`src/hdl/interval_window_sequence_grouper_defines.svh`:
```
// ----------------------------------------------------------------------------
// Assertion macros for the interval window sequence grouper
// Shared concurrent checks, clocked on clk_i and disabled during reset.
// ----------------------------------------------------------------------------
`ifndef INTERVAL_WINDOW_SEQUENCE_GROUPER_DEFINES_SVH
`define INTERVAL_WINDOW_SEQUENCE_GROUPER_DEFINES_SVH

// Same-cycle implication.
`define IWSG_ASSERT_IMPL(lbl, ante, cons) \
  lbl: assert property (@(posedge clk_i) disable iff (!rst_ni) (ante) |-> (cons)) \
    else $error("iwsg: same-cycle check failed");

// Next-cycle implication.
`define IWSG_ASSERT_NEXT(lbl, ante, cons) \
  lbl: assert property (@(posedge clk_i) disable iff (!rst_ni) (ante) |=> (cons)) \
    else $error("iwsg: next-cycle check failed");

`endif

```
`src/hdl/iwsg_pkg.sv`:
```
// ----------------------------------------------------------------------------
// Interval window sequence grouper package
// Payload structs, register indexes, result codes and controller links.
// ----------------------------------------------------------------------------
`default_nettype none

package iwsg_pkg;

  localparam int WORD_W    = 32;
  localparam int IN_COLS   = 4;
  localparam int MAX_SEQ   = 32;
  localparam int SEQ_W     = 6;
  localparam int COLS_W    = 3;
  localparam int POS_W     = 5;
  localparam int SEQNUM_W  = 16;
  localparam int CFG_IDX_W = 2;

  // register indexes
  localparam logic [CFG_IDX_W-1:0] CFG_MIN_GAP      = 2'd0;
  localparam logic [CFG_IDX_W-1:0] CFG_MAX_GAP      = 2'd1;
  localparam logic [CFG_IDX_W-1:0] CFG_SEQ_SIZE     = 2'd2;
  localparam logic [CFG_IDX_W-1:0] CFG_COLUMNS_USED = 2'd3;

  // result error codes
  localparam logic [1:0] ERR_NONE     = 2'd0;
  localparam logic [1:0] ERR_TIME_DEC = 2'd1;
  localparam logic [1:0] ERR_TOO_LONG = 2'd2;

  typedef logic [IN_COLS-1:0][WORD_W-1:0] row_t;

  typedef struct packed {
    logic [WORD_W-1:0] timestamp;
    logic [WORD_W-1:0] col_a;
    logic [WORD_W-1:0] col_b;
    logic [WORD_W-1:0] col_c;
    logic [WORD_W-1:0] col_d;
    logic              end_of_stream;
  } in_item_t;

  typedef struct packed {
    logic [SEQNUM_W-1:0] seq_number;
    logic [POS_W-1:0]    position;
    logic [WORD_W-1:0]   out_a;
    logic [WORD_W-1:0]   out_b;
    logic [WORD_W-1:0]   out_c;
    logic [WORD_W-1:0]   out_d;
    logic                is_pad;
    logic                run_last;
    logic [1:0]          error_code;
  } out_item_t;

  typedef enum logic [1:0] {
    EK_ROW_PREV,
    EK_ROW_CUR,
    EK_PAD,
    EK_ERR_DEC
  } emit_kind_e;

  typedef struct packed {
    logic       capture;
    logic       calc_gap;
    logic       set_pgv;
    logic       emit;
    emit_kind_e kind;
    logic       last;
    logic       close_seq;
    logic       finish;
  } iwsg_cmd_t;

  typedef struct packed {
    logic have_prev;
    logic dec;
    logic gap_valid;
    logic pgv;
    logic eos;
    logic pos_lt;
    logic pos_next_lt;
    logic out_free;
  } iwsg_sts_t;

endpackage

`default_nettype wire

```
`src/hdl/iwsg_ctrl.sv`:
```
// ----------------------------------------------------------------------------
// Interval window sequence grouper controller
// Sequences capture, gap check, planning and result emission for one row.
// ----------------------------------------------------------------------------
`default_nettype none

module iwsg_ctrl (
  input  wire logic               clk_i,
  input  wire logic               rst_ni,
  input  wire logic               in_valid_i,
  output logic                    in_stall_o,
  input  wire iwsg_pkg::iwsg_sts_t sts_i,
  output iwsg_pkg::iwsg_cmd_t     cmd_o
);
  import iwsg_pkg::*;

  typedef enum logic [2:0] {
    S_IDLE,
    S_GAP,
    S_PLAN,
    S_PREV,
    S_CUR,
    S_PAD,
    S_ERR,
    S_FIN
  } state_e;

  state_e state_q, state_d;
  logic   cur_pend_q, cur_pend_d;
  logic   close_pend_q, close_pend_d;
  logic   err_pend_q, err_pend_d;

  assign in_stall_o = (state_q != S_IDLE);

  always_comb begin
    state_d      = state_q;
    cur_pend_d   = cur_pend_q;
    close_pend_d = close_pend_q;
    err_pend_d   = err_pend_q;
    cmd_o        = '0;
    cmd_o.kind   = EK_ROW_PREV;

    unique case (state_q)
      S_IDLE: begin
        cmd_o.capture = in_valid_i;
        if (in_valid_i) begin
          state_d = S_GAP;
        end
      end
      S_GAP: begin
        cmd_o.calc_gap = 1'b1;
        state_d        = S_PLAN;
      end
      S_PLAN: begin
        priority if (!sts_i.have_prev) begin
          state_d = S_FIN;
        end else if (sts_i.dec) begin
          // close any open sequence, then flag the decrease
          cur_pend_d   = 1'b0;
          close_pend_d = sts_i.pgv;
          err_pend_d   = 1'b1;
          state_d      = sts_i.pgv ? S_PREV : S_ERR;
        end else if (sts_i.gap_valid) begin
          cmd_o.set_pgv = 1'b1;
          cur_pend_d    = sts_i.eos;
          close_pend_d  = sts_i.eos;
          err_pend_d    = 1'b0;
          state_d       = S_PREV;
        end else if (sts_i.pgv) begin
          cur_pend_d   = 1'b0;
          close_pend_d = 1'b1;
          err_pend_d   = 1'b0;
          state_d      = S_PREV;
        end else begin
          state_d = S_FIN;
        end
      end
      S_PREV: begin
        if (sts_i.out_free) begin
          cmd_o.emit = 1'b1;
          cmd_o.kind = EK_ROW_PREV;
          cmd_o.last = !(cur_pend_q || (close_pend_q && sts_i.pos_next_lt) || err_pend_q);
          priority if (cur_pend_q) begin
            state_d = S_CUR;
          end else if (close_pend_q) begin
            state_d = S_PAD;
          end else if (err_pend_q) begin
            state_d = S_ERR;
          end else begin
            state_d = S_FIN;
          end
        end
      end
      S_CUR: begin
        if (sts_i.out_free) begin
          cmd_o.emit = 1'b1;
          cmd_o.kind = EK_ROW_CUR;
          cmd_o.last = !sts_i.pos_next_lt;
          state_d    = S_PAD;
        end
      end
      S_PAD: begin
        if (sts_i.pos_lt) begin
          if (sts_i.out_free) begin
            cmd_o.emit = 1'b1;
            cmd_o.kind = EK_PAD;
            cmd_o.last = !sts_i.pos_next_lt && !err_pend_q;
          end
        end else begin
          // padding done: advance the sequence number
          cmd_o.close_seq = 1'b1;
          state_d         = err_pend_q ? S_ERR : S_FIN;
        end
      end
      S_ERR: begin
        if (sts_i.out_free) begin
          cmd_o.emit = 1'b1;
          cmd_o.kind = EK_ERR_DEC;
          cmd_o.last = 1'b1;
          state_d    = S_FIN;
        end
      end
      S_FIN: begin
        cmd_o.finish = 1'b1;
        state_d      = S_IDLE;
      end
    endcase
  end

  always_ff @(posedge clk_i or negedge rst_ni) begin
    if (!rst_ni) begin
      state_q      <= S_IDLE;
      cur_pend_q   <= 1'b0;
      close_pend_q <= 1'b0;
      err_pend_q   <= 1'b0;
    end else begin
      state_q      <= state_d;
      cur_pend_q   <= cur_pend_d;
      close_pend_q <= close_pend_d;
      err_pend_q   <= err_pend_d;
    end
  end

endmodule

`default_nettype wire

```
`src/hdl/iwsg_datapath.sv`:
```
// ----------------------------------------------------------------------------
// Interval window sequence grouper datapath
// Registers, row and timestamp store, gap compare, counters, result register.
// ----------------------------------------------------------------------------
`default_nettype none
`include "interval_window_sequence_grouper_defines.svh"

module iwsg_datapath (
  input  wire logic                            clk_i,
  input  wire logic                            rst_ni,
  input  wire logic                            cfg_we_i,
  input  wire logic [iwsg_pkg::CFG_IDX_W-1:0]  cfg_idx_i,
  input  wire logic [iwsg_pkg::WORD_W-1:0]     cfg_data_i,
  input  wire iwsg_pkg::in_item_t              in_data_i,
  input  wire iwsg_pkg::iwsg_cmd_t             cmd_i,
  output iwsg_pkg::iwsg_sts_t                  sts_o,
  output logic                                 out_valid_o,
  input  wire logic                            out_stall_i,
  output iwsg_pkg::out_item_t                  out_data_o
);
  import iwsg_pkg::*;

  logic [WORD_W-1:0]   min_gap_q, max_gap_q;
  logic [SEQ_W-1:0]    seq_size_q;
  logic [COLS_W-1:0]   cols_used_q;

  logic [WORD_W-1:0]   prev_time_q, prev_time_d;
  row_t                prev_row_q, prev_row_d;
  logic                have_prev_q, have_prev_d;
  logic                pgv_q, pgv_d;
  logic [SEQ_W-1:0]    row_pos_q, row_pos_d;
  logic [SEQNUM_W-1:0] seq_count_q, seq_count_d;

  logic [WORD_W-1:0]   cur_time_q;
  row_t                cur_row_q, row_in;
  logic                cur_eos_q;
  logic [WORD_W-1:0]   gap_q;
  logic                dec_q;

  out_item_t           out_q, out_d;
  logic                out_valid_q;

  logic [SEQ_W-1:0]    eff_size;
  logic [COLS_W-1:0]   eff_cols;
  logic                pos_lt, pos_next_lt, out_free;
  row_t                emit_row;

  // clamp registers to their working range
  always_comb begin
    priority if (seq_size_q < SEQ_W'(2)) begin
      eff_size = SEQ_W'(2);
    end else if (seq_size_q > SEQ_W'(MAX_SEQ)) begin
      eff_size = SEQ_W'(MAX_SEQ);
    end else begin
      eff_size = seq_size_q;
    end
    priority if (cols_used_q == '0) begin
      eff_cols = COLS_W'(1);
    end else if (cols_used_q > COLS_W'(IN_COLS)) begin
      eff_cols = COLS_W'(IN_COLS);
    end else begin
      eff_cols = cols_used_q;
    end
  end

  // drop unused columns at capture
  always_comb begin
    row_in = {in_data_i.col_d, in_data_i.col_c, in_data_i.col_b, in_data_i.col_a};
    for (int j = 0; j < IN_COLS; j++) begin
      if (COLS_W'(j) >= eff_cols) begin
        row_in[j] = '0;
      end
    end
  end

  assign pos_lt      = (row_pos_q < eff_size);
  assign pos_next_lt = ((SEQ_W + 1)'(row_pos_q) + (SEQ_W + 1)'(1)) < (SEQ_W + 1)'(eff_size);
  assign out_free    = !out_valid_q || !out_stall_i;

  always_comb begin
    sts_o.have_prev   = have_prev_q;
    sts_o.dec         = dec_q;
    sts_o.gap_valid   = (gap_q > min_gap_q) && (gap_q < max_gap_q);
    sts_o.pgv         = pgv_q;
    sts_o.eos         = cur_eos_q;
    sts_o.pos_lt      = pos_lt;
    sts_o.pos_next_lt = pos_next_lt;
    sts_o.out_free    = out_free;
  end

  assign emit_row = (cmd_i.kind == EK_ROW_CUR) ? cur_row_q : prev_row_q;

  // result build and sequence state update
  always_comb begin
    out_d         = '0;
    out_d.seq_number = seq_count_q;
    out_d.run_last   = cmd_i.last;
    prev_time_d   = prev_time_q;
    prev_row_d    = prev_row_q;
    have_prev_d   = have_prev_q;
    pgv_d         = pgv_q;
    row_pos_d     = row_pos_q;
    seq_count_d   = seq_count_q;

    if (cmd_i.set_pgv) begin
      pgv_d = 1'b1;
    end

    if (cmd_i.emit) begin
      unique case (cmd_i.kind)
        EK_ROW_PREV, EK_ROW_CUR: begin
          if (pos_lt) begin
            out_d.position = row_pos_q[POS_W-1:0];
            out_d.out_a    = emit_row[0];
            out_d.out_b    = emit_row[1];
            out_d.out_c    = emit_row[2];
            out_d.out_d    = emit_row[3];
            row_pos_d      = row_pos_q + SEQ_W'(1);
          end else begin
            out_d.error_code = ERR_TOO_LONG;
          end
        end
        EK_PAD: begin
          out_d.position = row_pos_q[POS_W-1:0];
          out_d.is_pad   = 1'b1;
          row_pos_d      = row_pos_q + SEQ_W'(1);
        end
        EK_ERR_DEC: begin
          out_d.error_code = ERR_TIME_DEC;
        end
      endcase
    end

    if (cmd_i.close_seq) begin
      seq_count_d = seq_count_q + SEQNUM_W'(1);
      row_pos_d   = '0;
      pgv_d       = 1'b0;
    end

    if (cmd_i.finish) begin
      if (cur_eos_q) begin
        prev_time_d = '0;
        prev_row_d  = '0;
        have_prev_d = 1'b0;
        pgv_d       = 1'b0;
        row_pos_d   = '0;
        seq_count_d = '0;
      end else begin
        prev_time_d = cur_time_q;
        prev_row_d  = cur_row_q;
        have_prev_d = 1'b1;
      end
    end
  end

  always_ff @(posedge clk_i or negedge rst_ni) begin
    if (!rst_ni) begin
      min_gap_q   <= '0;
      max_gap_q   <= '1;
      seq_size_q  <= SEQ_W'(32);
      cols_used_q <= COLS_W'(1);
      prev_time_q <= '0;
      prev_row_q  <= '0;
      have_prev_q <= 1'b0;
      pgv_q       <= 1'b0;
      row_pos_q   <= '0;
      seq_count_q <= '0;
      out_valid_q <= 1'b0;
    end else begin
      if (cfg_we_i) begin
        unique case (cfg_idx_i)
          CFG_MIN_GAP:      min_gap_q   <= cfg_data_i;
          CFG_MAX_GAP:      max_gap_q   <= cfg_data_i;
          CFG_SEQ_SIZE:     seq_size_q  <= cfg_data_i[SEQ_W-1:0];
          CFG_COLUMNS_USED: cols_used_q <= cfg_data_i[COLS_W-1:0];
        endcase
      end
      prev_time_q <= prev_time_d;
      prev_row_q  <= prev_row_d;
      have_prev_q <= have_prev_d;
      pgv_q       <= pgv_d;
      row_pos_q   <= row_pos_d;
      seq_count_q <= seq_count_d;
      if (cmd_i.emit) begin
        out_valid_q <= 1'b1;
      end else if (!out_stall_i) begin
        out_valid_q <= 1'b0;
      end
    end
  end

  // payload registers
  always_ff @(posedge clk_i) begin
    if (cmd_i.capture) begin
      cur_time_q <= in_data_i.timestamp;
      cur_row_q  <= row_in;
      cur_eos_q  <= in_data_i.end_of_stream;
    end
    if (cmd_i.calc_gap) begin
      gap_q <= cur_time_q - prev_time_q;
      dec_q <= (cur_time_q < prev_time_q);
    end
    if (cmd_i.emit) begin
      out_q <= out_d;
    end
  end

  assign out_valid_o = out_valid_q;
  assign out_data_o  = out_q;

  `IWSG_ASSERT_IMPL(a_no_overwrite, cmd_i.emit && out_valid_q, !out_stall_i)
  `IWSG_ASSERT_IMPL(a_pos_bound, 1'b1, row_pos_q <= SEQ_W'(MAX_SEQ))
  `IWSG_ASSERT_NEXT(a_seq_step, cmd_i.close_seq, seq_count_q == $past(seq_count_q) + SEQNUM_W'(1))

endmodule

`default_nettype wire

```
`src/hdl/interval_window_sequence_grouper.sv`:
```
// ----------------------------------------------------------------------------
// Interval window sequence grouper
// Groups timestamped rows into numbered sequences of closely spaced events.
// ----------------------------------------------------------------------------
//  channel  | direction | handshake                 | payload
//  ---------+-----------+---------------------------+--------------------
//  in       | input     | in_valid_i / in_stall_o   | in_data_i  (in_item_t)
//  out      | output    | out_valid_o / out_stall_i | out_data_o (out_item_t)
//  cfg      | input     | cfg_we_i, no wait         | cfg_idx_i, cfg_data_i
//
//  A row passes through the sequencer states in order: accept, gap subtract,
//  gap compare and plan, result emission, sequence close where needed, and
//  state update.
//  One result leaves per cycle through the output register; out_stall_i holds
//  the sequencer on its next result while the held one waits.
//  Async reset clears all but the payload registers and loads their defaults.
// ----------------------------------------------------------------------------
`default_nettype none

module interval_window_sequence_grouper (
  input  wire logic                           clk_i,
  input  wire logic                           rst_ni,
  input  wire logic                           cfg_we_i,
  input  wire logic [iwsg_pkg::CFG_IDX_W-1:0] cfg_idx_i,
  input  wire logic [iwsg_pkg::WORD_W-1:0]    cfg_data_i,
  input  wire logic                           in_valid_i,
  output logic                                in_stall_o,
  input  wire iwsg_pkg::in_item_t             in_data_i,
  output logic                                out_valid_o,
  input  wire logic                           out_stall_i,
  output iwsg_pkg::out_item_t                 out_data_o
);
  import iwsg_pkg::*;

  iwsg_cmd_t cmd;
  iwsg_sts_t sts;

  iwsg_ctrl u_ctrl (
    .clk_i      (clk_i),
    .rst_ni     (rst_ni),
    .in_valid_i (in_valid_i),
    .in_stall_o (in_stall_o),
    .sts_i      (sts),
    .cmd_o      (cmd)
  );

  iwsg_datapath u_datapath (
    .clk_i       (clk_i),
    .rst_ni      (rst_ni),
    .cfg_we_i    (cfg_we_i),
    .cfg_idx_i   (cfg_idx_i),
    .cfg_data_i  (cfg_data_i),
    .in_data_i   (in_data_i),
    .cmd_i       (cmd),
    .sts_o       (sts),
    .out_valid_o (out_valid_o),
    .out_stall_i (out_stall_i),
    .out_data_o  (out_data_o)
  );

endmodule

`default_nettype wire
```
`config.mk`:
```
export PLATFORM = sky130hd
export DESIGN_NAME = interval_window_sequence_grouper
export DESIGN_NICKNAME = d
export VERILOG_FILES = /design/src/hdl/iwsg_pkg.sv /design/src/hdl/iwsg_ctrl.sv /design/src/hdl/iwsg_datapath.sv /design/src/hdl/interval_window_sequence_grouper.sv
export VERILOG_INCLUDE_DIRS = /design/src /design/src/hdl
export SDC_FILE = /design/constraint.sdc
export NUM_CORES = 1
export LEC_CHECK = 0
export ABC_AREA = 1
export BUFFER_PORTS_ARGS = -buffer_cell sky130_fd_sc_hd__buf_2
export CORE_MARGIN = 4
export CORE_UTILIZATION = 38
export DETAILED_ROUTE_END_ITERATION = 12
export GPL_ROUTABILITY_DRIVEN = 0
export SETUP_SLACK_MARGIN = 0.5
export SLEW_MARGIN = 20
export SYNTH_ARGS = -nofsm -noshare
export SYNTH_HDL_FRONTEND = slang
export SYNTH_SLANG_ARGS = --single-unit
```
`constraint.sdc`:
```
create_clock -name clk_i -period 12.9 [get_ports clk_i]
set_input_delay 0.645 -clock clk_i [delete_from_list [all_inputs] [get_ports clk_i]]
set_output_delay 0.645 -clock clk_i [all_outputs]
set_load 0.01 [all_outputs]
```
* Word-level counts from Yosys, hierarchy flattened
Index checks and enable logic that the tools add are counted.
** Storage, ports and cells
- Flip-flop bits (word level) :: 611
- Bits in latches :: 0
- Memory bits (writable) :: 0
- ROM bits :: 0
- Output and inout port bits :: 155
- Logic and storage cells :: 160
- Memories kept :: 0
** Operators by class
- $add $sub $neg :: 4
- Multipliers :: 0
- Divide/modulo/power cells :: 0
- Magnitude comparators :: 12
- Equality and inequality tests :: 19
- Shift-type cells :: 0
- Multiplexer cells :: 65
- Bitwise gates (word level) :: 0
- Reductions and logical operators :: 25
** Operator list (number)
- $mux 128 :: 2
- $mux 133 :: 1
- $lt 32x32->1 :: 2
- $mux 16 :: 3
- $mux 3 :: 14
- $mux 6 :: 7
- $gt 32x32->1 :: 1
- $mux 32 :: 1
- $sub 32x32->32 :: 1
- $mux 1 :: 26
- $pmux 3 s8 :: 1
- $mux 4 :: 5
- $add 16x1->16 const B :: 1
- $pmux 4 s4 :: 1
- $eq 3x3->1 const B :: 4
- $pmux 6 s2 :: 1
- $pmux 5 s2 :: 1
- $reduce_and 2->1 :: 5
- $eq 2x2->1 const B :: 4
- $ne 2x1->1 const B :: 4
- $add 6x1->7 const B :: 1
- $lt 7x6->1 :: 1
- $add 6x1->6 const B :: 1
- $eq 3x2->1 const B :: 2
- other kinds (20) :: 35

* Logic depth before layout (Yosys ltp)
Gate-level depths: netlist (run 1).
- Depth after elaboration :: 17
- Depth in mapped cells :: 18

* By module
A second synthesis (run 1) with hierarchy kept.
** Second synthesis, totals
- Cells, all modules :: 2788
- Area, all modules :: 27776.6 um^2
** By module, submodules not included
- iwsg_datapath :: times used 1, cells an instance 2697, area each 27229.9 um^2, seq. area each 16918.7 um^2
- iwsg_ctrl :: times used 1, cells an instance 91, area each 546.8 um^2, seq. area each 150.1 um^2

* Worst setup path after synthesis (run 1)
OpenSTA, ideal clock, no wires.
- Path kind :: flip-flop to flip-flop
- From :: reg u_ctrl.state_q[1]
- To :: reg u_datapath.cur_eos_q, enable pin
- Data arrival time :: 7.494 ns
- Required time :: 12.215 ns
- Slack :: 4.721 ns
- Stages on the path, launching flop included :: 5
- Clock period less this slack :: 8.179 ns
- Cells stage by stage :: dfrtp_1 -> buf_4 -> nor2_1 -> nand2_1 -> nor2_1
** RTL lines
- start: declaration :: RTL line iwsg_ctrl.sv:28 : state_e state_q, state_d;
- start signal: assignment :: RTL line iwsg_ctrl.sv:137 : state_q <= state_d;
- end signal: assignment :: RTL line iwsg_datapath.sv:197 : cur_eos_q <= in_data_i.end_of_stream;
- end: declaration :: RTL line iwsg_datapath.sv:36 : logic cur_eos_q;

==> flow_summary_export.csv, run 1 <==
group,metric,value,unit
outcome,status,"finished clean",
detailed_routing,drc_errors,0,
cts,cts-root-buf,"clkbuf_16",
global_route,overflow,0,
floorplanning,start_util,38.6,%
floorplanning,die_width,281,um
detailed_routing,dr_total_vias,19700,
floorplanning,rows,99,
cts,clockBufferDepth,3,
place,dp.cells,3876,
synth,yosys_warnings,0,
synth,synth_edf_count,347,
timing,hold_viol,0,
setup_path,crit_path_frequent_cell,"buf_4",
timing,worstMarginPinSlew,1410,ps
cts,htreeDepth,3,
setup_path,path_max_fanout,58,
synth,avgSynthCellArea,10.5,um^2
place,io_buffers,354,
timing,max_freq,226,MHz
layout,instances_no_fill,4013,
min_path,hp-class,"in2async",
synth,synth_top_area_share,36.7,%
power_and_ir_drop,p_leak,14.4,nW
detailed_routing,drt_iter0_drc,1470,
timing,fin_crit,4430,ps
floorplanning,die_height,281,um
synth,synth_seq_cells,611,
detailed_routing,drt-pass1-iter-count,6,
timing,rsz0062_at_grt,"false",
cts,tritoncts,"yes",
setup_path,cp-start-kind,"flip-flop",
timing,finalSetupTns,0,ps
synth,mappedNetlistArea,0.0284,mm^2
synth,synth_nets,3004,
cts,postCtsSetupBuffers,0,
synth,synthCells,2695,
cts,cts_buffers,69,
setup_path,required,13120,ps
cts,cts_hold_buf,0,
setup_path,rrSetupSlack,8470,ps
setup_path,r2r-end,"u_datapath.out_data_o[103]",
setup_path,cp-end-kind,"flip-flop",
setup_path,slowest_stage,"buf_4",
timing,maxSlewHeadroom,5.79,%
detailed_routing,ant_nets,0,
synth,synth_top_flop_cell,"edfxtp_1",
setup_path,crit_buf_inv,2,
timing,drv_slew,0,
setup_path,crit_chain,"nor2_1 > nand2_2 > o21ai_0 > nand2_1 > ha_1 > a21oi_1 > o21a_1 > nand4_4 > nand3b_4 > buf_4 > buf_4",
layout,syn_to_final_growth,16.9,%
setup_path,crit_arrival,4650,ps
synth,seq_area_frac_synth,60.1,%
cts,insertion_delay,620,ps
layout,layout-drive-gt1-share,21.9,%
floorplanning,die_area,0.0791,mm^2
timing,timing.final.crit_share,34.3,%
floorplanning,boundaryPins,355,
setup_path,slowest_delay,760,ps
timing,skew,39.9,ps
synth,async_flop_share,43.2,%
power_and_ir_drop,powerDensity,251,mW/mm^2
global_route,grt_max_degree,162,
setup_path,rr_startpoint,"u_datapath.seq_size_q[3]",
place,dpl.hpwl,47300,um
setup_path,r2r_cells,11,
setup_path,crit_family,"buffers and inverters",
timing,setup_violations,0,
flow_run,drv_cap,0,
layout,final_cell_mix,"inv_1 (430), buf_2 (353), edfxtp_1 (347)",
cts,cts-resized-gates,0,
synth,yosys.area.top_type,"edfxtp_1",
global_route,grt_pass1_vias,19600,
cts,cts.sinks,611,
detailed_routing,avgViaCountPerCell,4.90,
layout,final_common_cell,"inv_1",
cts,path_clk_slew,60,ps
synth,yosysUniqueCellTypes,48,
power_and_ir_drop,ir_drop,0.000194,V
global_route,antenna_found_initial,11,
global_route,grt_use_total,17.9,%
global_route,grt_pass1_wl,111000,um
floorplanning,core,0.0735,mm^2
detailed_routing,wire_per_inst,17.8,um
layout,fin_nets,3298,
setup_path,critical_path_class,"reg2reg",
detailed_routing,routed_wl,71600,um
synth,synth_area_leaders,"edfxtp_1 (37%), dfrtp_1 (20%), inv_1 (5.7%)",
==> worst reg2reg max path: stages, from the launching register on <==
cell and delay (ps):
dfrtp_1 390, nor2_1 130, nand2_2 90, o21ai_0 220, nand2_1 120, ha_1 300, a21oi_1 170, o21a_1 220
nand4_4 180, nand3b_4 680, buf_4 770, buf_4 760
==> registers in the layout (all words and copies together) (netlist names), 3 cells and up <==
signal,flops
u_datapath.seq_count_q,16
u_datapath.min_gap_q,32
u_datapath.gap_q,32
u_datapath.max_gap_q,32
u_datapath.prev_row_q,128
u_datapath.cols_used_q,3
u_datapath.cur_time_q,32
u_datapath.cur_row_q,128
u_datapath.prev_time_q,32
u_ctrl.state_q,3
u_datapath.row_pos_q,6
u_datapath.out_data_o,153
u_datapath.seq_size_q,6
==> logic make-up (layout without fill, tap and decap cells) <==
family / Yosys count / count (layout) / synth area share [%]
and+or+nand+nor: 791 / 791 / 11.8
xor gates and xnor gates: 44 / 44 / 1.36
DFF: 611 / 611 / 60.1
other: 0 / 8 / 0
AOI/OAI and AO/OA: 548 / 548 / 13.5
buffers and inverters: 592 / 943 / 8.39
adders and majority gates: 109 / 109 / 4.83
==> report_power, final <==
| part | internal, mW | switching (mW) |
|---|---|---|
| combinational | 0.983 | 2.04 |
| sequential | 3.04 | 0.298 |
| clock | 1.15 | 0.814 |
| total | 5.17 | 3.16 |
==> how the worst max path moves through the flow <==
stage                                         from                    endpoint  slack (ps)  cells past startpoint
after global placement                 out_stall_i  u_datapath.out_data_o[102]        8190                     11
final                     u_datapath.seq_size_q[3]  u_datapath.out_data_o[103]        8470                     11
after floorplan                  u_ctrl.state_q[1]        u_datapath.cur_eos_q        4720                      4
after detailed placement               out_stall_i  u_datapath.out_data_o[102]        8130                     11
after CTS                 u_datapath.seq_size_q[3]  u_datapath.out_data_o[103]        8450                     11
after global routing      u_datapath.seq_size_q[1]  u_datapath.out_data_o[103]        8120                     11
==> Yosys cell counts, types with 11 or more instances <==
cell      number
a211oi_1      11
inv_1        430
dfrtp_1      230
a211oi_2     120
nand3_1      185
xor2_1        34
edfxtp_1     347
buf_2         30
o21ai_0      282
ha_1         108
buf_6         15
clkbuf_1      97
a21oi_1       94
nor2_1       288
nor3_1        16
nand2_1      271
dfstp_2       34
==> cell type report <==
cell class                      count  area, um^2
Fill cell                        6939       40300
Sequential cell                   611       17100
Multi-Input combinational cell   1492        8980
Timing Repair Buffer              376        1980
Clock buffer                      100        1900
Inverter                          439        1660
Tap cell                          959        1200
Clock inverter                     28         373
Antenna cell                        8        20.0
==> per-layer routing <==
layer	track usage, %	vias to the layer above	wire, um
met4	6.84	8	2380
li1	-	9634	-
met2	28.9	479	34100
met1	23.7	9435	30900
met5	0	-	55
met3	3.88	113	4140
==> per-stage QoR <==
step / utilization, % / total power, mW / area [um^2] / setup slack [ps] / hold slack (ps)
after detailed placement: 42.0 / 6.41 / 30900 / 8130 / 447
after global routing: 45.1 / 8.88 / 33200 / 8120 / 61.5
after floorplan: - / 5.47 / 28400 / 4720 / 349
after CTS: 45.1 / 8.41 / 33100 / 8450 / 19.1
final: 45.2 / 8.32 / 33200 / 8470 / 29.3
after global placement: 42.0 / 6.37 / 30900 / 8190 / 445
No activity file was read; power rests on OpenSTA's default activity.
==> inputs of run 2 (changes only) <==
Settings changed: ABC_AREA 1 to 0.
Clock period 12.9 ns to 3.9 ns, I/O delays scaled along.
==> run 2 against run 1 <==
Final cell count is 0.30% lower. Global-route usage rose by 0.46 points. Sequential power grew to 3.1 times the previous value. Clock-buffer cell count rose by 6. Clock skew fell by 14 ps. Die area shrank 3.8%. Synthesized cell count is 7.5% lower. Power rose to 3.0 times the previous value. Combinational power grew to 2.7 times the previous value. Register-to-register slack got worse by 7700 ps. Area after synthesis is 3.9% lower. Critical path type unchanged. Highest routed layer unchanged.
==> flow_summary_export.csv, run 2 <==
group,metric,value,unit
timing,drv_slew,0,
cts,insertion_delay,600,ps
synth,async_flop_share,43.2,%
min_path,hp-class,"in2reg",
floorplanning,die_height,276,um
floorplanning,die_width,276,um
flow_run,drv_cap,0,
synth,mappedNetlistArea,0.0273,mm^2
synth,synth_area_leaders,"edfxtp_1 (38%), dfrtp_1 (21%), nand2_1 (8.8%)",
setup_path,rrSetupSlack,740,ps
synth,yosys_warnings,0,
layout,post-route-util,48.7,%
global_route,grt_pass1_vias,19800,
place,io_buffers,354,
synth,synth_mux_area_share,1.84,%
global_route,grt_max_degree,219,
floorplanning,boundaryPins,355,
global_route,grt_pass1_wl,110000,um
layout,largest_reg_flops,153,
power_and_ir_drop,powerDensity,729,mW/mm^2
power_and_ir_drop,power_switching,8.86,mW
setup_path,cp-start-kind,"flip-flop",
power_and_ir_drop,switching_share,35.4,%
layout,layout-drive-gt1-share,19.9,%
cts,cts-root-buf,"clkbuf_16",
global_route,overflow,0,
timing,maxSlewHeadroom,36.6,%
floorplanning,rows,97,
synth,synth_xor_area_share,1.54,%
layout,final_cell_mix,"nand2_1 (639), buf_2 (353), edfxtp_1 (347)",
timing,rsz0062_at_grt,"false",
power_and_ir_drop,p_leak,14.5,nW
synth,synthCells,2493,
cts,tritoncts,"yes",
synth,synth_seq_cells,611,
cts,htreeDepth,3,
detailed_routing,drt-pass1-iter-count,5,
detailed_routing,drt_iter0_drc,1331,
detailed_routing,routed_wl,71100,um
synth,yosysUniqueCellTypes,75,
cts,cts.sinks,611,
place,dp.cells,3664,
synth,synth_top_family_by_area,"simple AND/OR/NAND/NOR gates",
detailed_routing,drc_errors,0,
power_and_ir_drop,pwr-share-comb,32.7,%
setup_path,cp-end-kind,"flip-flop",
timing,finalSetupTns,0,ps
layout,final_common_cell,"nand2_1",
place,post-place-ws,618,ps
setup_path,crit_buf_inv,1,
timing,layout_setup_ws,742,ps
layout,instances_no_fill,4001,
detailed_routing,ant_nets,0,
synth,synth_top_area_share,38.2,%
setup_path,path_max_fanout,3,
synth,synth_common_cells,"nand2_1 (639), edfxtp_1 (347), dfrtp_1 (230)",
floorplanning,start_util,38.6,%
synth,synth_nets,2802,
global_route,antenna_found_initial,11,
detailed_routing,dr_total_vias,19700,
outcome,status,"finished clean",
layout,fin_area,0.0344,mm^2
floorplanning,core,0.0706,mm^2
timing,timing.final.crit_share,81.0,%
cts,clockBufferDepth,3,
timing,hold_viol,0,
layout,fin_nets,3306,
setup_path,critical_path_class,"reg2reg",
synth,avgSynthCellArea,10.9,um^2
power_and_ir_drop,p_int,16.2,mW
setup_path,slowest_stage,"fa_1",
synth,yosysMostFrequentCell,"nand2_1",
place,dpl_cell_area,0.0301,mm^2
timing,max_freq,317,MHz
place,dpl.hpwl,45900,um
timing,skew,25.6,ps
setup_path,slowest_delay,410,ps
setup_path,crit_chain,"inv_1 > ha_1 > fa_1 > nor2b_1 > o2111ai_1 > and3_1 > or2_1 > o221ai_2 > o31ai_2 > o21ai_1 > a21oi_2 > o31a_1",
synth,synth-simple-area-share,14.4,%
floorplanning,die_area,0.0761,mm^2
setup_path,required,4240,ps
power_and_ir_drop,ir_drop,0.000580,V
power_and_ir_drop,power.share.sequential,41.8,%
cts,cts_buffers,70,
synth,yosys.area.top_type,"edfxtp_1",
synth,synthAdderAreaFrac,5.03,%
synth,seq_area_frac_synth,62.6,%
synth,synth_compound_area_share,10.7,%
global_route,grt_use_total,18.3,%
timing,worstMarginPinSlew,952,ps
power_and_ir_drop,p_clk_share,25.5,%
timing,setup_violations,0,
synth,synth_top_flop_cell,"edfxtp_1",
detailed_routing,avgViaCountPerCell,4.93,
setup_path,crit_family,"compound AO/OA/AOI/OAI gates",
detailed_routing,wire_per_inst,17.8,um
timing,fin_crit,3160,ps
cts,path_clk_slew,60,ps
synth,synth_edf_count,347,
layout,syn_to_final_growth,26.0,%
setup_path,crit_arrival,3500,ps
[run 2: cells by family after synthesis]
kind of cell	after synthesis
AO/OA/AOI/OAI	501
multiplexers	45
XOR/XNOR	48
flip-flops	611
adder cells (fa/ha/maj)	109
buffers and inverters	273
AND/OR/NAND/NOR	906
[run 2: final timing paths]
kind | end | startpoint | cells past startpoint
setup / recovery | u_datapath.dec_q | u_datapath.cur_time_q[0] | 12
hold / removal | u_datapath.cur_row_q[74] | in_valid_i | 3
setup reg to reg | u_datapath.dec_q | u_datapath.cur_time_q[0] | 12
hold reg to reg | u_datapath.out_data_o[152] | u_datapath.seq_count_q[15] | 0
max in group asynchronous | u_datapath.row_pos_q[1] | rst_ni | 3
min in group asynchronous | u_datapath.prev_row_q[13] | rst_ni | 2
[run 2: tightest hold or removal path, stage by stage]
cell	delay (ps)
buf_2	110
inv_1	80
nor2_4	120
[run 2: repair_timing]
action,CTS,global route
endpoints found under the setup margin,0,54
hold buffers,195,0
gates resized for setup,0,1
hold endpoints to repair,287,0
buffers inserted,0,4
[run 2: metrics by stage]
stage | hold slack [ps] | total power [mW]
floorplan | -101 | 15.6
global placement | 163 | 18.3
detailed placement | 166 | 18.5
CTS | 64.8 | 25.2
global route | 99.9 | 26.7
finish | 104 | 25.1
[run 2: final cells by class]
type,count,area (um^2)
Antenna cell,7,17.5
Clock buffer,106,2020
Clock inverter,23,226
Fill cell,6315,36300
Inverter,116,440
Multi-Input combinational cell,1610,9230
Sequential cell,611,17100
Tap cell,940,1180
Timing Repair Buffer,588,4180
[run 2: metal layers]
metal	vias to the layer above	part of all wire, %	global-route usage [%]	wire (um)
li1	9529	-	-	-
met1	9482	43	23.7	30200
met2	535	48	30.3	34100
met3	162	5.3	3.61	3800
met4	8	4.1	7.71	2900
met5	-	0.077	0	55
[run 2: power groups by stage]
stage                     sequential [mW]  clock [mW]  combinational, mW
after global routing                 10.7        6.86               9.20
after floorplan                      10.7           0               4.93
after detailed placement             10.6           0               7.98
after CTS                            10.5        6.55               8.15
after global placement               10.6           0               7.76
final                                10.5        6.39               8.20
